==> src/hw/rtl/twsb_pkg.sv <==
// Shared types, codes and constants of the snapshot trace buffer.
// No dependencies; every RTL module in the other files imports this package.
`timescale 1ns / 1ps

package twsb_pkg;

    // Default store depth and the cap on results of one dump.
    localparam int TWSB_DEPTH  = 64;
    localparam int MAX_RESULTS = 64;
    localparam int NRES_W      = $clog2(MAX_RESULTS + 1);

    // Running byte total saturates at its full width.
    localparam int TOTAL_W = 38;
    localparam logic [TOTAL_W-1:0] TOTAL_MAX = {TOTAL_W{1'b1}};

    // Request codes.
    localparam logic [1:0] REQ_PUSH   = 2'd0;
    localparam logic [1:0] REQ_CLEAR  = 2'd1;
    localparam logic [1:0] REQ_DUMP   = 2'd2;
    localparam logic [1:0] REQ_STATUS = 2'd3;

    // Configuration register indexes.
    localparam int CFG_IDX_W  = 2;
    localparam int CFG_DATA_W = 43;
    localparam logic [CFG_IDX_W-1:0] CFG_BYTE_LIMIT   = 2'd0;
    localparam logic [CFG_IDX_W-1:0] CFG_WINDOW_LIMIT = 2'd1;
    localparam logic [CFG_IDX_W-1:0] CFG_ENTRY_LIMIT  = 2'd2;

    // Input beat.
    typedef struct packed {
        logic [1:0]  req_type;
        logic [62:0] stamp;
        logic [30:0] payload_bytes;
        logic [31:0] stored_bytes;
        logic [31:0] entry_tag;
        logic [62:0] range_start;
        logic [62:0] range_stop;
    } req_t;

    // Result beat.
    typedef struct packed {
        logic         accepted;
        logic         time_reversal_clear;
        logic         item_valid;
        logic [31:0]  item_tag;
        logic [62:0]  item_time;
        logic [6:0]   fill_count;
        logic [37:0]  bytes_used;
        logic [62:0]  oldest_time;
        logic [62:0]  latest_time;
        logic         last;
    } rsp_t;

    // One stored entry.
    typedef struct packed {
        logic [31:0] entry_tag;
        logic [62:0] entry_time;
        logic [31:0] entry_size;
    } entry_t;

    // Decisions of the limit evaluator for the sequencer.
    typedef struct packed {
        logic rev;
        logic drop;
        logic pop;
    } limit_flags_t;

endpackage

==> src/hw/rtl/twsb_limit_eval.sv <==
// Limit evaluation for a push: time reversal, oversize drop and eviction test.
// Depends on twsb_pkg for the request, entry and flag types.
`timescale 1ns / 1ps

module twsb_limit_eval
    import twsb_pkg::*;
#(
    parameter int DEPTH = TWSB_DEPTH
) (
    input  req_t                       req,
    input  logic [$clog2(DEPTH+1)-1:0] count,
    input  logic [TOTAL_W-1:0]         total,
    input  logic [62:0]                newest,
    input  entry_t                     head_entry,
    input  logic [31:0]                byte_limit,
    input  logic [42:0]                window_limit,
    input  logic [7:0]                 entry_limit,
    output limit_flags_t               flags
);

    localparam int CW    = $clog2(DEPTH + 1);
    localparam int CMP_W = (CW > 8) ? CW : 8;

    logic              byte_on;
    logic              win_on;
    logic              cnt_on;
    logic [TOTAL_W:0]  byte_sum;
    logic [63:0]       age;
    logic              byte_hit;
    logic              win_hit;
    logic              cnt_hit;
    logic              full_hit;

    // A negative limit switches that check off.
    assign byte_on = !byte_limit[31];
    assign win_on  = !window_limit[42];
    assign cnt_on  = !entry_limit[7];

    // Checks made once per push before any eviction.
    assign flags.rev  = (count != '0) && (req.stamp < newest);
    assign flags.drop = byte_on && ({1'b0, req.payload_bytes} > byte_limit);

    // Eviction test against the entry currently at the head.
    assign byte_sum = {1'b0, total} + (TOTAL_W + 1)'(req.payload_bytes);
    assign byte_hit = byte_on && (byte_sum > (TOTAL_W + 1)'(byte_limit));

    assign age     = {1'b0, req.stamp} - {1'b0, head_entry.entry_time};
    assign win_hit = win_on && ($signed(age) > $signed({21'b0, window_limit}));

    assign cnt_hit  = cnt_on && (CMP_W'(count) >= CMP_W'(entry_limit[6:0]));
    assign full_hit = (count >= CW'(DEPTH));

    assign flags.pop = (count != '0) && (byte_hit || win_hit || cnt_hit || full_hit);

endmodule

==> config.mk <==
export PLATFORM = sky130hd
export DESIGN_NAME = twsb_limit_eval
export DESIGN_NICKNAME = d
export VERILOG_FILES = /design/src/hw/rtl/twsb_pkg.sv /design/src/hw/rtl/twsb_limit_eval.sv
export SDC_FILE = /design/constraint.sdc
export NUM_CORES = 1
export LEC_CHECK = 0
export BUFFER_PORTS_ARGS = -buffer_cell sky130_fd_sc_hd__buf_2
export CELL_PAD_IN_SITES_DETAIL_PLACEMENT = 1
export CELL_PAD_IN_SITES_GLOBAL_PLACEMENT = 1
export CORE_AREA = 2 2 234 236
export DETAILED_ROUTE_END_ITERATION = 16
export DIE_AREA = 0 0 236 238
export GPL_TIMING_DRIVEN = 0
export PLACE_DENSITY_LB_ADDON = 0.05
export SLEW_MARGIN = 5
export SYNTH_ARGS = -nofsm -noshare
export SYNTH_HDL_FRONTEND = slang
export SYNTH_SLANG_ARGS = --single-unit
==> constraint.sdc <==
create_clock -name vclk -period 6.9
set_input_delay 1.035 -clock vclk [all_inputs]
set_output_delay 1.035 -clock vclk [all_outputs]
set_load 0.01 [all_outputs]
Word-level counts from Yosys, hierarchy flattened
Cells that the tools add are included.
{"block": "word_totals", "ff_bits": 0, "inputBits": 604, "out_inout_bits": 3, "word_cells": 21}
{"block": "classes", "n_addsub": 2, "n_lt_le_gt_ge": 6, "reduce_logical": 13}
{"operator": "$gt 64x44->1", "count": 1}
{"operator": "$sub 63x63->64", "count": 1}
{"operator": "$lt 63x63->1", "count": 1}
{"operator": "$add 38x31->39", "count": 1}
{"operator": "$gt 39x32->1", "count": 1}
{"operator": "$gt 31x32->1", "count": 1}
{"operator": "$ge 7x7->1", "count": 1}
{"operator": "$ge 7x7->1 const B", "count": 1}
{"operator": "$reduce_bool 7->1", "count": 1}
{"operator": "$logic_and 1x1->1", "count": 6}
{"operator": "$logic_not 1->1", "count": 3}
{"operator": "$logic_or 1x1->1", "count": 3}

Logic depth before layout (Yosys ltp)
Gate-level depths: netlist (run 1).
{"block": "depth", "word_depth": 7, "depth_mapped": 27, "ltp_nobuf": 26}

Worst setup path before layout (run 1)
No wires, ideal clock.
{"block": "synth_path", "path_kind": "input to output", "from": "in req[221] (netlist name)", "to": "out flags[0] (netlist name)", "arrival_ns": 5.605, "required_time_ns": 5.865, "slack_ns": 0.260, "path_stages": 26, "path_buffers": 0, "path_cell_list": "inv_1 ha_1 inv_1 fa_1 a211oi_1 o21ai_1 a41oi_1 nand2_1 nor3_1 o31a_1 o21bai_1 a21oi_1 o21ai_1 a21oi_1 xnor2_1 ha_1 a21o_1 a21oi_1 o21ai_0 a2111oi_0 a41o_1 o2111ai_1 nor3_1 nand4_1 nor4_1 a41oi_1"}
{"item": "start, declared", "line": "twsb_limit_eval.sv:10", "text": "input req_t req,"}
{"item": "end, declared", "line": "twsb_limit_eval.sv:18", "text": "output limit_flags_t flags"}

==> impl_metrics.json, run 1 <==
{
  "whs_ps": 2400,
  "routedWlPerCell_um": 19.0,
  "num_io_pins": 607,
  "worst_pin_slew_ps": 950,
  "vias": 12100,
  "dp_hpwl_um": 45000,
  "design_area_um2": 13600,
  "start_util_pct": 19.2,
  "synthDistinctLibCells": 71,
  "setup_violations": 1,
  "grt_max_degree": 11,
  "num_rows": 85,
  "power_density_nw_per_um2": 92.4,
  "port-buffer-count": 349,
  "critical_path_class": "input port to primary output",
  "fmax_ghz": 0.142,
  "power.switching_fraction_pct": 57.3,
  "critPathSlowestCell": "o41a_1",
  "setup_slack_ps": -160,
  "regArea_um2": 0,
  "detail_route.wirelength_um": 49000,
  "die_w_um": 236,
  "p_total_mw": 1.26,
  "drtIter0Drc": 314,
  "cp_slowest_stage_delay_ps": 380,
  "gp_congestion": 0.829,
  "ant_nets": 0,
  "grt_overflow": 0,
  "layout_commonest_cell": "buf_2",
  "fillers": 6657,
  "placed_area_um2": 12900,
  "drive_gt1_share_pct": 24.7,
  "core_um2": 53500,
  "drv_cap": 0,
  "syn_avg_cell_area_um2": 6.85,
  "crit_buf_inv": 2,
  "cp_top_family": "compound AO/OA/AOI/OAI gates",
  "violations": "setup timing",
  "synth_area_leaders": "ha_1 (33%), inv_1 (8.3%), a21oi_1 (7.7%)",
  "status": "finished with violations",
  "syn-instance-count": 1501,
  "grt_pass1_wl_um": 75300,
  "drtPass1Iterations": 4,
  "switchingPower_uw": 720,
  "die_area_um2": 56200,
  "finalMaxSlewViolations": 0,
  "yosysTopAreaCellShare_pct": 32.7,
  "start_kind": "input port",
  "die_h_um": 238,
  "grt_pass1_vias": 13000,
  "yosysSeqAreaShare_pct": 0,
  "nClkBuffers": 0,
  "crit_fanout": 4,
  "pwr-share-clk_pct": 0,
  "worst_setup_path_end_kind": "primary output",
  "power.leakage_nw": 7.10,
  "vias_per_cell": 4.71,
  "final_util_pct": 25.4,
  "vdd_drop_max_mv": 0.0186,
  "yosysTopAreaCell": "ha_1",
  "grt.total_usage_pct": 16.9,
  "cp.arrival_ps": 6030,
  "seq_cell_count": 0,
  "required_ps": 5860,
  "layout_worst_path_cycle_share_pct": 102,
  "rsz0062_at_grt": "true",
  "cts_hold_buf": 0,
  "hold_path_class": "input port to primary output",
  "fin_crit_ps": 7060,
  "hold_viol_final": 0,
  "nets": 2746,
  "drc": 0,
  "antenna_found_initial": 20,
  "syn_nets": 2376,
  "combPwrFrac_pct": 100.0,
  "slew_headroom_pct": 35.9,
  "synth.cell_area_um2": 10300,
  "final_cell_mix": "buf_2 (348), ha_1 (252), inv_1 (225)",
  "p_int_uw": 536,
  "area_growth_pct": 32.3,
  "dp_slack_ps": -2100,
  "sequentialPowerShare_pct": 0,
  "yosys_warnings": 0
}
[cell usage after synthesis, drive strengths merged, types with 6 or more instances]
library cell	n
a211oi	21
and3	6
nor4	15
a21o	73
o21bai	21
and2	6
nand2b	11
o2111ai	6
nor3	27
o31ai	6
a21oi	161
ha	269
o211ai	11
o21ai	106
or3	8
inv	227
and4	7
o21a	24
clkbuf	30
nand3	33
xnor2	48
nand4	67
nor2b	15
nand2	98
nor2	81
a31oi	14
xor2	35
[worst min-delay path, stage by stage]
cell,delay [ps]
buf_2,130
a311oi_1,60
buf_2,140
[routing by layer]
layer | up-vias | global-route usage, % | wire [um]
met4 | 18 | 2.03 | 684
met3 | 40 | 2.33 | 2570
met1 | 5606 | 23.9 | 24000
li1 | 6202 | - | -
met5 | - | 0 | 110
met2 | 262 | 27.9 | 21700
[logic make-up (layout without fill, tap and decap cells)]
family                   count (synthesis)  count (layout)  synth area share, %
AO/OA/AOI/OAI                          491             491                 30.5
AND/OR/NAND/NOR                        393             393                 19.3
adder cells (fa/ha/maj)                271             271                 33.1
buffers and inverters                  257             625                 9.38
XOR/XNOR                                83              83                 7.07
multiplexers                             6               6                0.596
other                                    0               8                    0
[metrics by stage]
step	cells	setup TNS, ps
finish	2573	-160
global route	2568	-536
CTS	2564	-292
detailed placement	2546	-2100
global placement	2546	-2100
floorplan	1501	0
[worst paths after layout]
check | startpoint | endpoint | cells after the start
worst max-delay path | req[190] | flags[0] | 25
worst min-delay path | byte_limit[31] | flags[1] | 3
[power groups by stage]
stage                     Sequential [mW]  Combinational [mW]    Clock (mW)
final                                   0                1.26   0.000000155
after global routing                    0                1.43  0.0000000582
after CTS                               0                1.27             0
after detailed placement                0                1.17             0
after global placement                  0                1.16             0
after floorplan                         0               0.756             0
[layout make-up]
type	instances	area, um^2	share of cell area, %
Multi-Input combinational cell	1244	9830	72.2
Timing Repair Buffer	372	1930	14.2
Tap cell	696	871	6.40
Inverter	227	855	6.28
Buffer	26	97.6	0.718
Antenna cell	8	20.0	0.147
[timing repair]
action                     4_1_cts  5_1_grt
pin swaps                       41        7
buffers inserted                22        1
cloned                           0        0
gates resized for setup         94       18
setup endpoints to repair        1        1
Power figures use the tool's default switching activity.
==> run 2: changes to the inputs <==
--- a/config.mk
+++ b/config.mk
@@ -5,12 +5,13 @@
 export SDC_FILE = /design/constraint.sdc
 export NUM_CORES = 1
 export LEC_CHECK = 0
-export BUFFER_PORTS_ARGS = -buffer_cell sky130_fd_sc_hd__buf_2
+export ABC_AREA = 1
 export CELL_PAD_IN_SITES_DETAIL_PLACEMENT = 1
 export CELL_PAD_IN_SITES_GLOBAL_PLACEMENT = 1
-export CORE_AREA = 2 2 234 236
+export CORE_AREA = 2 2 238 240
 export DETAILED_ROUTE_END_ITERATION = 16
-export DIE_AREA = 0 0 236 238
+export DIE_AREA = 0 0 240 242
+export DONT_BUFFER_PORTS = 1
 export GPL_TIMING_DRIVEN = 0
 export PLACE_DENSITY_LB_ADDON = 0.05
 export SLEW_MARGIN = 5
==> constraint.sdc (replaced) <==
create_clock -name vclk -period 9
set_input_delay 1.35 -clock vclk [all_inputs]
set_output_delay 1.35 -clock vclk [all_outputs]
set_load 0.01 [all_outputs]
==> impl_metrics.json, run 2 <==
{
  "grt.total_usage_pct": 19.2,
  "crit_fanout": 4,
  "layout_commonest_cell": "nand2_1",
  "cts_hold_buf": 0,
  "hold_path_class": "input port to primary output",
  "final_cell_mix": "nand2_1 (787), inv_1 (577), ha_1 (269)",
  "yosysMostFrequentCell": "nand2_1",
  "dp_slack_ps": 1340,
  "syn-instance-count": 2397,
  "vias": 14300,
  "hp-start": "count[5]",
  "yosysSeqAreaShare_pct": 0,
  "drtIter0Drc": 386,
  "grt_pass1_vias": 15200,
  "drive_gt1_share_pct": 3.13,
  "synth_area_leaders": "ha_1 (26%), nand2_1 (23%), inv_1 (17%)",
  "num_io_pins": 607,
  "syn_avg_cell_area_um2": 5.32,
  "routedWlPerCell_um": 18.1,
  "worst_pin_slew_ps": 962,
  "ant_nets": 0,
  "critPathLaunch": "req[190]",
  "power_density_nw_per_um2": 66.7,
  "grt_max_degree": 7,
  "hold_viol_final": 0,
  "syn_nets": 3272,
  "pwr-share-clk_pct": 0,
  "drc": 0,
  "power.switching_fraction_pct": 65.7,
  "netlist_top_cells_count": "nand2_1 (787), inv_1 (577), ha_1 (269)",
  "dp_hpwl_um": 54300,
  "gp_congestion": 0.852,
  "status": "complete, no violations",
  "core_um2": 55700,
  "path_common_cell": "nand2_1",
  "fmax_ghz": 0.134,
  "vias_per_cell": 4.52,
  "required_ps": 7650,
  "crit_buf_inv": 0,
  "grt_pass1_wl_um": 86500,
  "switchingPower_uw": 600,
  "die_area_um2": 58100,
  "yosys_warnings": 0,
  "yosysTopAreaCellShare_pct": 26.4,
  "cp.arrival_ps": 6140,
  "antennaDiodeCount": 0,
  "postCtsSetupBuffers": 0,
  "layout_worst_path_cycle_share_pct": 83.2,
  "synth.cell_area_um2": 12800,
  "vdd_drop_max_mv": 0.0155,
  "regArea_um2": 0,
  "critical_path_class": "input port to primary output",
  "start_kind": "input port",
  "area_growth_pct": 7.42,
  "sequentialPowerShare_pct": 0,
  "drtPass1Iterations": 4,
  "critPathSlowestCell": "fa_1",
  "num_rows": 87,
  "drv_cap": 0,
  "combPwrFrac_pct": 100.0,
  "yosysTopAreaCell": "ha_1",
  "port-buffer-count": 0,
  "fillers": 7556,
  "cts_resized": 0,
  "start_util_pct": 22.9,
  "nClkBuffers": 0,
  "nets": 3274,
  "grt_overflow": 0,
  "worst_setup_path_end_kind": "primary output",
  "synthDistinctLibCells": 43,
  "cp_slowest_stage_delay_ps": 520,
  "setup_violations": 0,
  "power.leakage_nw": 8.34,
  "multi_input_area_um2": 10500,
  "finalSetupTns_ps": 0,
  "finalMaxSlewViolations": 0,
  "die_h_um": 242,
  "p_int_uw": 314,
  "die_w_um": 240,
  "cp_top_family": "simple AND/OR/NAND/NOR gates",
  "fin_crit_ps": 7490,
  "rsz0062_at_grt": "false",
  "detail_route.wirelength_um": 57100,
  "setup_slack_ps": 1510,
  "antenna_found_initial": 0,
  "slew_headroom_pct": 35.0,
  "seq_cell_count": 0
}
[run 2: cell types whose count changed after synthesis, moves of 46 or more]
cell / change
o21ai_0: -46
nand3_1: +61
nor2_1: +87
nand2_1: +689
a21o_1: -69
inv_1: +350
[run 2: worst paths after layout]
check	endpoint	slack (ps)	depth (start not counted)
setup / recovery	flags[0]	1510	25
hold / removal	flags[0]	2940	2
[run 2: logic make-up (layout without fill, tap and decap cells)]
family	count (synthesis)	in the layout	synth area share [%]
AND/OR/NAND/NOR	1178	1178	38.3
AO/OA/AOI/OAI	276	276	12.3
XOR/XNOR	75	75	5.15
buffers and inverters	597	597	17.6
adder cells (fa/ha/maj)	271	271	26.7
[run 2: stage by stage]
| step | hold WS, ps | power [mW] | instances | util [%] | cell area, um^2 |
|---|---|---|---|---|---|
| global placement | 2950 | 0.910 | 3153 | 24.6 | 13700 |
| global route | 2960 | 1.06 | 3153 | 24.6 | 13700 |
| detailed placement | 2950 | 0.928 | 3153 | 24.6 | 13700 |
| finish | 2940 | 0.914 | 3153 | 24.6 | 13700 |
| CTS | 2950 | 0.933 | 3153 | 24.6 | 13700 |
| floorplan | 2850 | 0.646 | 2397 | - | 12800 |
[run 2: routing by layer]
| layer | vias up | routed length [um] | track usage [%] |
|---|---|---|---|
| met4 | 0 | 502 | 1.44 |
| li1 | 7450 | - | - |
| met2 | 240 | 26900 | 34.1 |
| met5 | - | 0 | 0 |
| met3 | 20 | 1780 | 1.56 |
| met1 | 6541 | 27900 | 26.0 |
[run 2: layout make-up]
| class | count | share of cell area [%] |
|---|---|---|
| inverter | 597 | 16.4 |
| multi-input combinational | 1800 | 76.7 |
| tap | 756 | 6.90 |
[run 2: power groups by stage]
stage / clock [mW] / sequential [mW] / combinational [mW]
global route: 0 / 0 / 1.06
floorplan: 0 / 0 / 0.646
detailed placement: 0 / 0 / 0.928
finish: 0 / 0 / 0.914
CTS: 0 / 0 / 0.933
global placement: 0 / 0 / 0.910
==> run 3: changes to the inputs <==
--- a/config.mk
+++ b/config.mk
@@ -8,9 +8,9 @@
 export ABC_AREA = 1
 export CELL_PAD_IN_SITES_DETAIL_PLACEMENT = 1
 export CELL_PAD_IN_SITES_GLOBAL_PLACEMENT = 1
-export CORE_AREA = 2 2 238 240
+export CORE_AREA = 2 2 235 237
 export DETAILED_ROUTE_END_ITERATION = 16
-export DIE_AREA = 0 0 240 242
+export DIE_AREA = 0 0 237 239
 export DONT_BUFFER_PORTS = 1
 export GPL_TIMING_DRIVEN = 0
 export PLACE_DENSITY_LB_ADDON = 0.05
==> constraint.sdc (replaced) <==
create_clock -name vclk -period 7.1
set_input_delay 1.065 -clock vclk [all_inputs]
set_output_delay 1.065 -clock vclk [all_outputs]
set_load 0.01 [all_outputs]
==> impl_metrics.json, run 3 (synthesized netlist as in run 2, its figures left out) <==
{
  "status": "complete, no violations",
  "finalSetupTns_ps": 0,
  "regArea_um2": 0,
  "grt_overflow": 0,
  "vias_per_cell": 4.58,
  "drtPass1Iterations": 4,
  "rsz0062_at_grt": "false",
  "nets": 3274,
  "fillers": 7254,
  "start_kind": "input port",
  "drtIter0Drc": 429,
  "multi_input_area_um2": 10500,
  "gp_congestion": 0.882,
  "required_ps": 6030,
  "seq_cell_count": 0,
  "hold_path_class": "input port to primary output",
  "fin_crit_ps": 6660,
  "final_util_pct": 25.1,
  "power_density_nw_per_um2": 85.2,
  "cts_hold_buf": 0,
  "grt_pass1_vias": 15200,
  "vdd_drop_max_mv": 0.0188,
  "grt.total_usage_pct": 19.7,
  "start_util_pct": 23.5,
  "antenna_found_initial": 1,
  "die_area_um2": 56600,
  "detail_route.wirelength_um": 56900,
  "whs_path_depth": 2,
  "layout_worst_path_cycle_share_pct": 93.9,
  "dp_slack_ps": -30.5,
  "grt_max_degree": 7,
  "dp_hpwl_um": 54200,
  "num_rows": 86,
  "layout_commonest_cell": "nand2_1",
  "crit_fanout": 4,
  "setup_violations": 0,
  "area_growth_pct": 7.09,
  "slew_headroom_pct": 34.5,
  "drc": 0,
  "routedWlPerCell_um": 18.3,
  "vias": 14200,
  "whs_ps": 2370,
  "die_h_um": 239,
  "ant_nets": 0,
  "placed_cells": 3101,
  "setup_slack_ps": 435,
  "cp.arrival_ps": 5600,
  "worst_pin_slew_ps": 968,
  "hold_end": "flags[0]",
  "port-buffer-count": 0,
  "worst_setup_path_end_kind": "primary output",
  "final_cell_mix": "nand2_1 (787), inv_1 (577), ha_1 (269)",
  "power.leakage_nw": 8.35,
  "finalMaxSlewViolations": 0,
  "num_io_pins": 607,
  "grt_pass1_wl_um": 86100,
  "stdcell_count": 3103,
  "fmax_ghz": 0.150,
  "drv_cap": 0,
  "hold_viol_final": 0,
  "die_w_um": 237,
  "nClkBuffers": 0,
  "critical_path_class": "input port to primary output",
  "core_um2": 54300,
  "drive_gt1_share_pct": 3.21,
  "hp-start": "count[5]"
}
==> run 3: final cells by class <==
class / instances / area share, %
diodes: 2 / 0.0366
inverters: 597 / 16.4
multi-input cells: 1800 / 77.1
well taps: 704 / 6.45
==> run 3: how the worst max path moves through the flow <==
stage / start / slack (ps) / cells after the start / to
final: req[190] / 440 / 25 / flags[0]
after floorplan: req[190] / 1690 / 25 / flags[0]
after global routing: req[190] / 40 / 25 / flags[0]
after CTS: req[190] / 140 / 25 / flags[0]
after detailed placement: req[190] / -30 / 25 / flags[0]
after global placement: req[190] / -50 / 25 / flags[0]
==> run 3: per-stage QoR <==
step / total power, mW / instance area, um^2
3_5_place_dp: 1.18 / 13600
2_1_floorplan: 0.819 / 12800
3_3_place_gp: 1.15 / 13600
4_1_cts: 1.18 / 13600
5_1_grt: 1.34 / 13700
6_report: 1.16 / 13700
==> run 3: what timing repair did <==
item | 4_1_cts | 5_1_grt
gates resized for setup | 1 | 2
cloned | 0 | 0
setup endpoints to repair | 1 | 1
setup buffers | 0 | 0
==> run 3: per-layer routing <==
metal | up-vias | part of all wire, % | track usage (%) | wire length, um
met5 | - | 0.023 | 0 | 13
met2 | 212 | 47 | 34.9 | 26600
met1 | 6512 | 49 | 26.6 | 28100
met3 | 22 | 2.6 | 1.72 | 1470
li1 | 7449 | - | - | -
met4 | 2 | 1.2 | 2.11 | 687
==> run 3: power breakdown <==
group          internal (mW)  leakage (nW)  switching [mW]
Clock           0.0000000390     0.0000127               0
Sequential                 0             0               0
Combinational          0.399          8.35           0.764
Total                  0.399          8.35           0.764
==> run 3: worst max-delay path, stage by stage <==
cell and delay, ps:
ha_1 220, fa_1 510, nand3_1 130, nand2_1 150, nand4_1 120, nand2_1 120
a21oi_2 230, o21bai_1 130, a211o_1 300, o21ai_0 190, xnor2_1 120, ha_1 310
nand2_1 90, nor2_1 200, nand4_1 250, nor4_4 290, nand2_1 120, nand3_1 180
nand2_1 80, nand3_1 120, a21o_1 130, nand2_1 50, nand3_1 140, a21oi_1 110
a21oi_2 230
